--- src/hsfd_pkg.sv ---
// Shared constants and the CRC-8 byte update for the humidity sensor frame decoder.
// No dependencies; compiled first.
`default_nettype none

package hsfd_pkg;

  // CRC-8 over each word: polynomial x^8+x^5+x^4+1, preset all ones, no final xor
  localparam logic [7:0] CRC_POLY = 8'h31;
  localparam logic [7:0] CRC_INIT = 8'hFF;

  // Byte positions within a frame; idle once a frame has been delivered
  localparam logic [2:0] POS_FIRST = 3'd0;
  localparam logic [2:0] POS_CRC1  = 3'd2;
  localparam logic [2:0] POS_WORD2 = 3'd3;
  localparam logic [2:0] POS_HI2   = 3'd3;
  localparam logic [2:0] POS_CRC2  = 3'd5;
  localparam logic [2:0] POS_IDLE  = 3'd7;

  // Frame lengths in bytes
  localparam logic [2:0] LEN_MEAS   = 3'd6;
  localparam logic [2:0] LEN_STATUS = 3'd3;

  // Conversion: floor(SPAN * raw / 65535), temperature then offset
  localparam logic [14:0] TEMP_SPAN   = 15'd17500;
  localparam logic [13:0] HUM_SPAN    = 14'd10000;
  localparam logic [16:0] FULL_SCALE  = 17'd65535;
  localparam logic signed [15:0] TEMP_OFFSET = 16'sd4500;

  // Configuration register indexes
  localparam logic [1:0] REG_FRAME_KIND = 2'd0;
  localparam logic [1:0] REG_TEMP_HIGH  = 2'd1;
  localparam logic [1:0] REG_HUM_HIGH   = 2'd2;
  localparam logic [1:0] REG_HUM_LOW    = 2'd3;

  // Configuration reset values
  localparam logic signed [14:0] TEMP_HIGH_RST = 15'sd4000;
  localparam logic [13:0]        HUM_HIGH_RST  = 14'd8000;
  localparam logic [13:0]        HUM_LOW_RST   = 14'd2000;

  // One byte through the CRC register, MSB first
  function automatic logic [7:0] crc8_byte(input logic [7:0] crc, input logic [7:0] data);
    logic [7:0] c;
    c = crc ^ data;
    for (int k = 0; k < 8; k++) begin
      if (c[7]) begin
        c = {c[6:0], 1'b0} ^ CRC_POLY;
      end else begin
        c = {c[6:0], 1'b0};
      end
    end
    return c;
  endfunction

endpackage

`default_nettype wire

--- src/hsfd_ifs.sv ---
// Channel interfaces of the frame decoder: received bytes, decoded results, register writes.
// No dependencies; compiled after hsfd_pkg.
`default_nettype none

// Received sensor bytes
interface hsfd_byte_if;
  logic       valid;
  logic       ready;
  logic [7:0] data_byte;
  logic       frame_start;

  modport source (output valid, data_byte, frame_start, input ready);
  modport sink   (input valid, data_byte, frame_start, output ready);
endinterface

// Decoded frame results
interface hsfd_result_if;
  logic               valid;
  logic               ready;
  logic signed [14:0] temperature_centi;
  logic [13:0]        humidity_centi;
  logic [15:0]        status_word;
  logic               frame_valid;
  logic               temp_alert;
  logic               hum_high_alert;
  logic               hum_low_alert;

  modport source (output valid, temperature_centi, humidity_centi, status_word, frame_valid,
                  temp_alert, hum_high_alert, hum_low_alert, input ready);
  modport sink   (input valid, temperature_centi, humidity_centi, status_word, frame_valid,
                  temp_alert, hum_high_alert, hum_low_alert, output ready);
endinterface

// Register write requests
interface hsfd_cfg_if;
  logic        valid;
  logic        ready;
  logic [1:0]  addr;
  logic [14:0] wdata;

  modport source (output valid, addr, wdata, input ready);
  modport sink   (input valid, addr, wdata, output ready);
endinterface

`default_nettype wire

--- src/humidity_sensor_frame_decoder_core.sv ---
// Humidity sensor frame decoder: CRC check, conversion to hundredths and alert flags.
// A frame's result is registered in stage 1, stage 2 and the stage 3 result register.
// Takes one byte per cycle when not stalled; CRC and frame assembly are combinational.
// A waiting result stalls intake only once all three pipeline stages are full.
// Reset (rst, synchronous): limits to defaults, measurement mode, frame position 0.
// Depends on hsfd_pkg and the interfaces in hsfd_ifs.sv.
`default_nettype none

module humidity_sensor_frame_decoder_core
  import hsfd_pkg::*;
(
  input  wire logic      clk,
  input  wire logic      rst,
  hsfd_byte_if.sink      frame_data,
  hsfd_result_if.source  result,
  hsfd_cfg_if.sink       cfg
);

  // Configuration registers
  logic               frame_kind;
  logic signed [14:0] temp_high_limit;
  logic [13:0]        hum_high_limit;
  logic [13:0]        hum_low_limit;

  // Frame assembly state
  logic [2:0]  byte_position;
  logic [7:0]  running_crc;
  logic [15:0] first_word;
  logic [15:0] second_word;
  logic        crc_good;

  // Pipeline registers
  logic        s1_valid, s1_kind, s1_good;
  logic [15:0] s1_w1, s1_w2;
  logic        s2_valid, s2_kind, s2_good;
  logic [15:0] s2_status;
  logic [30:0] s2_tprod;
  logic [29:0] s2_hprod;

  // Output registers
  logic               out_valid;
  logic signed [14:0] out_temp;
  logic [13:0]        out_hum;
  logic [15:0]        out_status;
  logic               out_frame_valid, out_temp_alert, out_hum_high, out_hum_low;

  // Handshake
  logic s1_ready, s2_ready, s3_ready, accept;

  assign s3_ready = !out_valid || result.ready;
  assign s2_ready = !s2_valid || s3_ready;
  assign s1_ready = !s1_valid || s2_ready;
  assign frame_data.ready = s1_ready;
  assign accept = frame_data.valid && s1_ready;
  assign cfg.ready = 1'b1;

  // Register writes
  always_ff @(posedge clk) begin
    if (rst) begin
      frame_kind      <= 1'b0;
      temp_high_limit <= TEMP_HIGH_RST;
      hum_high_limit  <= HUM_HIGH_RST;
      hum_low_limit   <= HUM_LOW_RST;
    end else if (cfg.valid) begin
      unique case (cfg.addr)
        REG_FRAME_KIND: frame_kind      <= cfg.wdata[0];
        REG_TEMP_HIGH:  temp_high_limit <= $signed(cfg.wdata);
        REG_HUM_HIGH:   hum_high_limit  <= cfg.wdata[13:0];
        REG_HUM_LOW:    hum_low_limit   <= cfg.wdata[13:0];
        default: ;
      endcase
    end
  end

  // Frame assembly: position, CRC and word capture for the byte on offer
  logic [2:0]  frame_len, pos_eff;
  logic [7:0]  crc_eff, crc_calc;
  logic        good_eff, active, is_crc_pos, is_hi, last_byte;
  logic [2:0]  byte_position_next;
  logic [7:0]  running_crc_next;
  logic [15:0] first_word_next, second_word_next;
  logic        crc_good_next;

  always_comb begin
    frame_len  = frame_kind ? LEN_STATUS : LEN_MEAS;
    pos_eff    = frame_data.frame_start ? POS_FIRST : byte_position;
    crc_eff    = frame_data.frame_start ? CRC_INIT : running_crc;
    good_eff   = frame_data.frame_start || crc_good;
    active     = pos_eff < frame_len;
    is_crc_pos = (pos_eff == POS_CRC1) || (pos_eff == POS_CRC2);
    is_hi      = (pos_eff == POS_FIRST) || (pos_eff == POS_HI2);
    last_byte  = active && (pos_eff == frame_len - 3'd1);
    crc_calc   = crc8_byte(crc_eff, frame_data.data_byte);

    byte_position_next = last_byte ? POS_IDLE : pos_eff + 3'd1;
    first_word_next    = first_word;
    second_word_next   = second_word;
    if (is_crc_pos) begin
      running_crc_next = CRC_INIT;
      crc_good_next    = good_eff && (crc_eff == frame_data.data_byte);
    end else begin
      running_crc_next = crc_calc;
      crc_good_next    = good_eff;
      if (pos_eff < POS_WORD2) begin
        if (is_hi) first_word_next = {frame_data.data_byte, first_word[7:0]};
        else       first_word_next = {first_word[15:8], frame_data.data_byte};
      end else begin
        if (is_hi) second_word_next = {frame_data.data_byte, second_word[7:0]};
        else       second_word_next = {second_word[15:8], frame_data.data_byte};
      end
    end
  end

  always_ff @(posedge clk) begin
    if (rst) begin
      byte_position <= POS_FIRST;
      running_crc   <= CRC_INIT;
      first_word    <= '0;
      second_word   <= '0;
      crc_good      <= 1'b1;
    end else if (accept && active) begin
      byte_position <= byte_position_next;
      running_crc   <= running_crc_next;
      first_word    <= first_word_next;
      second_word   <= second_word_next;
      crc_good      <= crc_good_next;
    end
  end

  // Stage 1: completed frame
  always_ff @(posedge clk) begin
    if (rst) begin
      s1_valid <= 1'b0;
    end else if (s1_ready) begin
      s1_valid <= accept && last_byte;
    end
  end

  always_ff @(posedge clk) begin
    if (s1_ready) begin
      s1_kind <= frame_kind;
      s1_good <= crc_good_next;
      s1_w1   <= first_word_next;
      s1_w2   <= second_word_next;
    end
  end

  // Stage 2: scale the raw words
  always_ff @(posedge clk) begin
    if (rst) begin
      s2_valid <= 1'b0;
    end else if (s2_ready) begin
      s2_valid <= s1_valid;
    end
  end

  always_ff @(posedge clk) begin
    if (s2_ready) begin
      s2_kind   <= s1_kind;
      s2_good   <= s1_good;
      s2_status <= s1_w1;
      s2_tprod  <= 31'(s1_w1) * 31'(TEMP_SPAN);
      s2_hprod  <= 30'(s1_w2) * 30'(HUM_SPAN);
    end
  end

  // Divide by 65535: estimate x>>16, remainder is low half plus estimate, one correction
  logic [14:0]        t_q0, t_q;
  logic [16:0]        t_r0;
  logic [13:0]        h_q0, h_q;
  logic [16:0]        h_r0;
  logic signed [15:0] t_centi;
  logic signed [14:0] temp_val;
  logic [13:0]        hum_val;
  logic               meas_ok;

  always_comb begin
    t_q0     = s2_tprod[30:16];
    t_r0     = 17'(s2_tprod[15:0]) + 17'(t_q0);
    t_q      = t_q0 + 15'(t_r0 >= FULL_SCALE);
    h_q0     = s2_hprod[29:16];
    h_r0     = 17'(s2_hprod[15:0]) + 17'(h_q0);
    h_q      = h_q0 + 14'(h_r0 >= FULL_SCALE);
    t_centi  = $signed({1'b0, t_q}) - TEMP_OFFSET;
    temp_val = s2_kind ? '0 : t_centi[14:0];
    hum_val  = s2_kind ? '0 : h_q;
    meas_ok  = s2_good && !s2_kind;
  end

  // Stage 3: result register with alerts
  always_ff @(posedge clk) begin
    if (rst) begin
      out_valid <= 1'b0;
    end else if (s3_ready) begin
      out_valid <= s2_valid;
    end
  end

  always_ff @(posedge clk) begin
    if (s3_ready) begin
      out_temp        <= temp_val;
      out_hum         <= hum_val;
      out_status      <= s2_kind ? s2_status : '0;
      out_frame_valid <= s2_good;
      out_temp_alert  <= meas_ok && (temp_val > temp_high_limit);
      out_hum_high    <= meas_ok && (hum_val > hum_high_limit);
      out_hum_low     <= meas_ok && (hum_val < hum_low_limit);
    end
  end

  assign result.valid             = out_valid;
  assign result.temperature_centi = out_temp;
  assign result.humidity_centi    = out_hum;
  assign result.status_word       = out_status;
  assign result.frame_valid       = out_frame_valid;
  assign result.temp_alert        = out_temp_alert;
  assign result.hum_high_alert    = out_hum_high;
  assign result.hum_low_alert     = out_hum_low;

endmodule

`default_nettype wire
--- src/flat_wrapper.sv ---
// flat-port wrapper written by rule: the top's interface ports become plain ports
module humidity_sensor_frame_decoder_core_flat import hsfd_pkg::*;
  (clk, rst, frame_data_valid, frame_data_data_byte, frame_data_frame_start, frame_data_ready, result_valid, result_temperature_centi, result_humidity_centi, result_status_word, result_frame_valid, result_temp_alert, result_hum_high_alert, result_hum_low_alert, result_ready, cfg_valid, cfg_addr, cfg_wdata, cfg_ready);
  hsfd_byte_if frame_data_i ();
  hsfd_result_if result_i ();
  hsfd_cfg_if cfg_i ();
  input  wire logic clk;
  input  wire logic rst;
  input wire logic [$bits(frame_data_i.valid)-1:0] frame_data_valid;
  input wire logic [$bits(frame_data_i.data_byte)-1:0] frame_data_data_byte;
  input wire logic [$bits(frame_data_i.frame_start)-1:0] frame_data_frame_start;
  output wire logic [$bits(frame_data_i.ready)-1:0] frame_data_ready;
  output wire logic [$bits(result_i.valid)-1:0] result_valid;
  output wire logic [$bits(result_i.temperature_centi)-1:0] result_temperature_centi;
  output wire logic [$bits(result_i.humidity_centi)-1:0] result_humidity_centi;
  output wire logic [$bits(result_i.status_word)-1:0] result_status_word;
  output wire logic [$bits(result_i.frame_valid)-1:0] result_frame_valid;
  output wire logic [$bits(result_i.temp_alert)-1:0] result_temp_alert;
  output wire logic [$bits(result_i.hum_high_alert)-1:0] result_hum_high_alert;
  output wire logic [$bits(result_i.hum_low_alert)-1:0] result_hum_low_alert;
  input wire logic [$bits(result_i.ready)-1:0] result_ready;
  input wire logic [$bits(cfg_i.valid)-1:0] cfg_valid;
  input wire logic [$bits(cfg_i.addr)-1:0] cfg_addr;
  input wire logic [$bits(cfg_i.wdata)-1:0] cfg_wdata;
  output wire logic [$bits(cfg_i.ready)-1:0] cfg_ready;
  assign frame_data_i.valid = frame_data_valid;
  assign frame_data_i.data_byte = frame_data_data_byte;
  assign frame_data_i.frame_start = frame_data_frame_start;
  assign frame_data_ready = frame_data_i.ready;
  assign result_valid = result_i.valid;
  assign result_temperature_centi = result_i.temperature_centi;
  assign result_humidity_centi = result_i.humidity_centi;
  assign result_status_word = result_i.status_word;
  assign result_frame_valid = result_i.frame_valid;
  assign result_temp_alert = result_i.temp_alert;
  assign result_hum_high_alert = result_i.hum_high_alert;
  assign result_hum_low_alert = result_i.hum_low_alert;
  assign result_i.ready = result_ready;
  assign cfg_i.valid = cfg_valid;
  assign cfg_i.addr = cfg_addr;
  assign cfg_i.wdata = cfg_wdata;
  assign cfg_ready = cfg_i.ready;
  humidity_sensor_frame_decoder_core u_core (.clk(clk), .rst(rst), .frame_data(frame_data_i), .result(result_i), .cfg(cfg_i));
endmodule
--- config.mk ---
export PLATFORM = sky130hd
export DESIGN_NAME = humidity_sensor_frame_decoder_core_flat
export DESIGN_NICKNAME = d
export VERILOG_FILES = /design/src/hsfd_pkg.sv /design/src/hsfd_ifs.sv /design/src/humidity_sensor_frame_decoder_core.sv /design/src/flat_wrapper.sv
export SDC_FILE = /design/constraint.sdc
export NUM_CORES = 1
export LEC_CHECK = 0
export BUFFER_PORTS_ARGS = -buffer_cell sky130_fd_sc_hd__buf_2
export CAP_MARGIN = 30
export CORE_ASPECT_RATIO = 1.4
export CORE_MARGIN = 4
export CORE_UTILIZATION = 55
export DETAILED_ROUTE_END_ITERATION = 12
export PLACE_DENSITY = 0.75
export SLEW_MARGIN = 20
export SYNTH_ARGS = -nofsm -noshare
export SYNTH_HDL_FRONTEND = slang
export SYNTH_SLANG_ARGS = --single-unit
--- constraint.sdc ---
create_clock -name clk -period 4.8 [get_ports clk]
set_input_delay 0.96 -clock clk [delete_from_list [all_inputs] [get_ports clk]]
set_output_delay 0.96 -clock clk [all_outputs]
set_load 0.01 [all_outputs]
==> impl_metrics.env <==
export IMPL_final_area_sq_mm=0.02040
export IMPL_hp_class="reg -> reg"
export IMPL_p_int_mw=6.006
export IMPL_tns_ns=-0.1715
export IMPL_syn_inst=1726
export IMPL_power_density_mw_per_mm2=467.8
export IMPL_drtIter0Drc=463
export IMPL_worst_slack_ns=-0.1715
export IMPL_period_needed_ns=4.971
export IMPL_fin_skew_ns=0.02192
export IMPL_coreArea_sq_mm=0.03160
export IMPL_syn_nets=2083
export IMPL_cellLeakagePower_nw=10.12
export IMPL_ioPinCount=83
export IMPL_fmax_mhz=201.1
export IMPL_critPathSlowestCell="edfxtp_1"
export IMPL_violations="negative setup slack"
export IMPL_io_buffers=81
export IMPL_cpMostUsedCell="ha_2"
export IMPL_num_rows=77
export IMPL_cts_clk_slew_worst_paths_ns=0.07
export IMPL_yosysTopAreaCellShare=0.2641
export IMPL_max_stage_delay_ns=0.40
export IMPL_final_layout_size_suffix_gt1_frac=0.1740
export IMPL_grtUsageTotal=0.2105
export IMPL_fin_cells=2314
export IMPL_ys_ff_latch=246
export IMPL_die_w_um=159.3
export IMPL_die_h_um=219.8
export IMPL_drc=0
export IMPL_crit_path_end_kind="register"
export IMPL_place_inst=2248
export IMPL_synth_area_top_cells="edfxtp_1 26%, ha_1 17%, dfxtp_1 10%, fa_1 9.3%, inv_1 6.1%"
export IMPL_dp_slack_ns=-0.2839
export IMPL_grt_pass1_vias=12703
export IMPL_antenna_found_initial=0
export IMPL_drt_pass1_iterations=5
export IMPL_synth_area_sq_mm=0.01762
export IMPL_async_flop_share=0
export IMPL_ir_worst_vdd_v=0.0003932
export IMPL_ys_flop_type="edfxtp_1"
export IMPL_grt_max_degree=53
export IMPL_path_max_fanout=2
export IMPL_gp_congestion=0.8796
export IMPL_vias_per_cell=5.443
export IMPL_drv_cap=0
export IMPL_ant_nets=0
export IMPL_ys_types=75
export IMPL_grt_busiest_layer="met2"
export IMPL_cts_sinks=246
export IMPL_cts_tree="done"
export IMPL_grt_use_met3=0.02320
export IMPL_crit_type="reg -> reg"
export IMPL_clockPowerShare=0.206
export IMPL_syn_to_final_growth_pct=15.75
export IMPL_htreeDepth=1
export IMPL_synth_edf_count=155
export IMPL_gr_usage_met1=0.2418
export IMPL_fin_crit_sh=1.036
export IMPL_seq_power_share=0.307
export IMPL_vias=12596
export IMPL_path_delay_family="compound AO/OA/AOI/OAI gates"
export IMPL_hold_worst_slack_ns=0.4272
export IMPL_dpl_hpwl_um=29070
export IMPL_cp_start_kind="register"
export IMPL_start_util=0.5577
export IMPL_n_antenna_cell=0
export IMPL_yosys_warnings=0
export IMPL_combPwrFrac=0.486
export IMPL_rsz0062_at_grt="true"
export IMPL_setup_viol=1
export IMPL_max_slew_worst_pin_slew_ns=0.9369
export IMPL_swShare=0.3707
export IMPL_drt_total_wl_um=37610
export IMPL_use_met2=0.4040
export IMPL_crit_required_ns=5.09
export IMPL_status="finished, violations left"
export IMPL_switchingPower_mw=3.538
export IMPL_hold_viol_final=0
export IMPL_layout_nets=2257
export IMPL_arrival_ns=5.26
export IMPL_yosysTopAreaCell="edfxtp_1"
export IMPL_overflow=0
export IMPL_avgSynthCellArea_sq_um=10.21
export IMPL_ctsHoldBuffers=0
export IMPL_path_buf_inv=1
export IMPL_finalMaxSlewViolations=0
export IMPL_worstSkewPairLatency_ns=0.55
export IMPL_cts_made_buffers=25
export IMPL_synth_seq_area_share=0.3675
export IMPL_cts_root_buf="clkbuf_16"
export IMPL_place_area_sq_mm=0.01908
export IMPL_cts_path_max_buffers=3
export IMPL_grt_pass1_wl_um=60720
export IMPL_max_slew_margin=0.3731
export IMPL_wl_per_cell_um=16.25
export IMPL_die_area_sq_mm=0.03501
-- stage by stage --
| step | utilization | total power, mW |
|---|---|---|
| finish | 0.6456 | 9.544 |
| global route | 0.6456 | 10.28 |
| CTS | 0.6321 | 9.351 |
| detailed placement | 0.6038 | 7.301 |
| global placement | 0.6012 | 7.169 |
| floorplan | - | 6.001 |
-- worst register-to-register path: stages, from the launching register on --
cell	delay, ns
edfxtp_1	0.40
ha_2	0.21
inv_1	0.06
fa_1	0.39
nand4b_1	0.20
a221oi_2	0.19
nand3_1	0.11
a2111oi_2	0.21
nand4_1	0.19
a2111oi_4	0.28
o22ai_2	0.14
a211oi_2	0.22
ha_2	0.22
ha_2	0.17
o31a_1	0.14
or3_4	0.13
nand2_1	0.06
xor2_1	0.14
nor2_1	0.07
ha_1	0.34
a21oi_2	0.13
nor2b_1	0.06
o21ai_1	0.11
nand2b_1	0.06
a21oi_1	0.14
nor2b_1	0.06
o21ai_1	0.17
a41oi_2	0.13
-- routing by layer --
metal | routed length, um | share of wire
met5 | 0 | 0
met4 | 1384 | 0.037
met3 | 1219 | 0.032
met2 | 19830 | 0.53
met1 | 15180 | 0.40
-- cells by family (layout without fill, tap and decap cells) --
kind of cell | after synthesis | count (layout) | share of synthesized area
other | 1 | 1 | 0.0002128
flip-flops | 246 | 246 | 0.3675
buffers and inverters | 328 | 521 | 0.07142
AND/OR/NAND/NOR | 401 | 401 | 0.1106
AO/OA/AOI/OAI | 270 | 270 | 0.1001
multiplexers | 70 | 70 | 0.04210
adder cells (fa/ha/maj) | 326 | 326 | 0.2664
XOR/XNOR | 84 | 84 | 0.04174
-- synthesized netlist by cell type, drive strengths merged, types with 5 or more instances --
cell      n
clkbuf   31
fa       82
o21bai    9
nand3b   16
nor3     26
a211oi    8
nand3    22
edfxtp  155
nor2b    19
nor2    117
xnor2    58
nor4      5
dfxtp    91
mux2i    37
xor2     26
buf      10
nand2   110
mux2     33
a221oi    7
o22ai    12
and3      9
o21ai    47
a21o     39
nand2b   22
ha      244
or3       8
nand4    17
o21a     15
inv     287
a211o     9
and2     19
a31oi     9
a21oi    84
-- power by group through the flow --
stage	combinational, mW	clock, mW	sequential [mW]
6_report	4.64	1.97	2.93
5_1_grt	5.21	2.09	2.97
4_1_cts	4.40	2.01	2.94
3_5_place_dp	4.32	0	2.98
3_3_place_gp	4.20	0	2.97
2_1_floorplan	3.01	0	2.99
-- cells in the final DEF, fill, tap and decap left out, drive strengths merged, types with 3 or more instances in the layout --
cell | Yosys | layout
and3 | 9 | 9
nand2b | 22 | 22
nor3 | 26 | 26
clkinv | 0 | 4
clkbuf | 31 | 37
o21a | 15 | 15
o21bai | 9 | 9
buf | 10 | 188
a221oi | 7 | 7
and2 | 19 | 19
dfxtp | 91 | 91
o211ai | 4 | 4
nor2b | 19 | 19
a211oi | 8 | 8
o21ai | 47 | 47
a21o | 39 | 39
o22ai | 12 | 12
nand2 | 110 | 110
a41oi | 3 | 3
fa | 82 | 82
edfxtp | 155 | 155
nor2 | 117 | 117
mux2i | 37 | 37
a31oi | 9 | 9
or3 | 8 | 8
xor2 | 26 | 26
a211o | 9 | 9
nor4 | 5 | 5
nand4 | 17 | 17
a21oi | 84 | 84
xnor2 | 58 | 58
a21boi | 4 | 4
nand3 | 22 | 22
mux2 | 33 | 33
nand3b | 16 | 16
nor3b | 3 | 3
inv | 287 | 292
ha | 244 | 244
or2 | 3 | 3
-- final timing paths --
check                                startpoint                            endpoint  slack [ns]  cells past startpoint
hold / removal         u_core.s1_kind$_DFFE_PN_            u_core.s2_kind$_DFFE_PP_        0.43                      0
setup reg to reg  u_core.s2_status[0]$_DFFE_PP_  u_core.result.temp_alert$_DFFE_PP_       -0.17                     27
hold reg to reg        u_core.s1_kind$_DFFE_PN_            u_core.s2_kind$_DFFE_PP_        0.43                      0
setup / recovery  u_core.s2_status[0]$_DFFE_PP_  u_core.result.temp_alert$_DFFE_PP_       -0.17                     27
-- sequential cells by signal (all words and copies together), names as in the netlist, 3 cells and up --
signal                           flops
u_core.s2_tprod                     28
u_core.s2_hprod                     26
u_core.result.humidity_centi        14
u_core.running_crc                   8
u_core.s1_w1                        16
u_core.second_word                  16
u_core.hum_low_limit                14
u_core.byte_position                 3
u_core.hum_high_limit               14
u_core.s2_status                    16
u_core.result.status_word           16
u_core.result.temperature_centi     15
u_core.s1_w2                        16
u_core.first_word                   16
u_core.temp_high_limit              15
-- layout make-up --
cell class	instances	area, sq um
clock buffers	37	783.3
clock inverters	9	60.06
fillers	2404	11200
inverters	287	1077
multi-input cells	1152	10220
flip-flops and latches	246	6476
well taps	395	494.2
repair buffers	188	1289
-- repair_timing --
action | 4_1_cts | 5_1_grt
resized for setup | 8 | 52
setup endpoints to repair | 3 | 16
setup buffers | 3 | 16
pin swaps | 9 | 36
No activity file was read; power rests on OpenSTA's default activity.
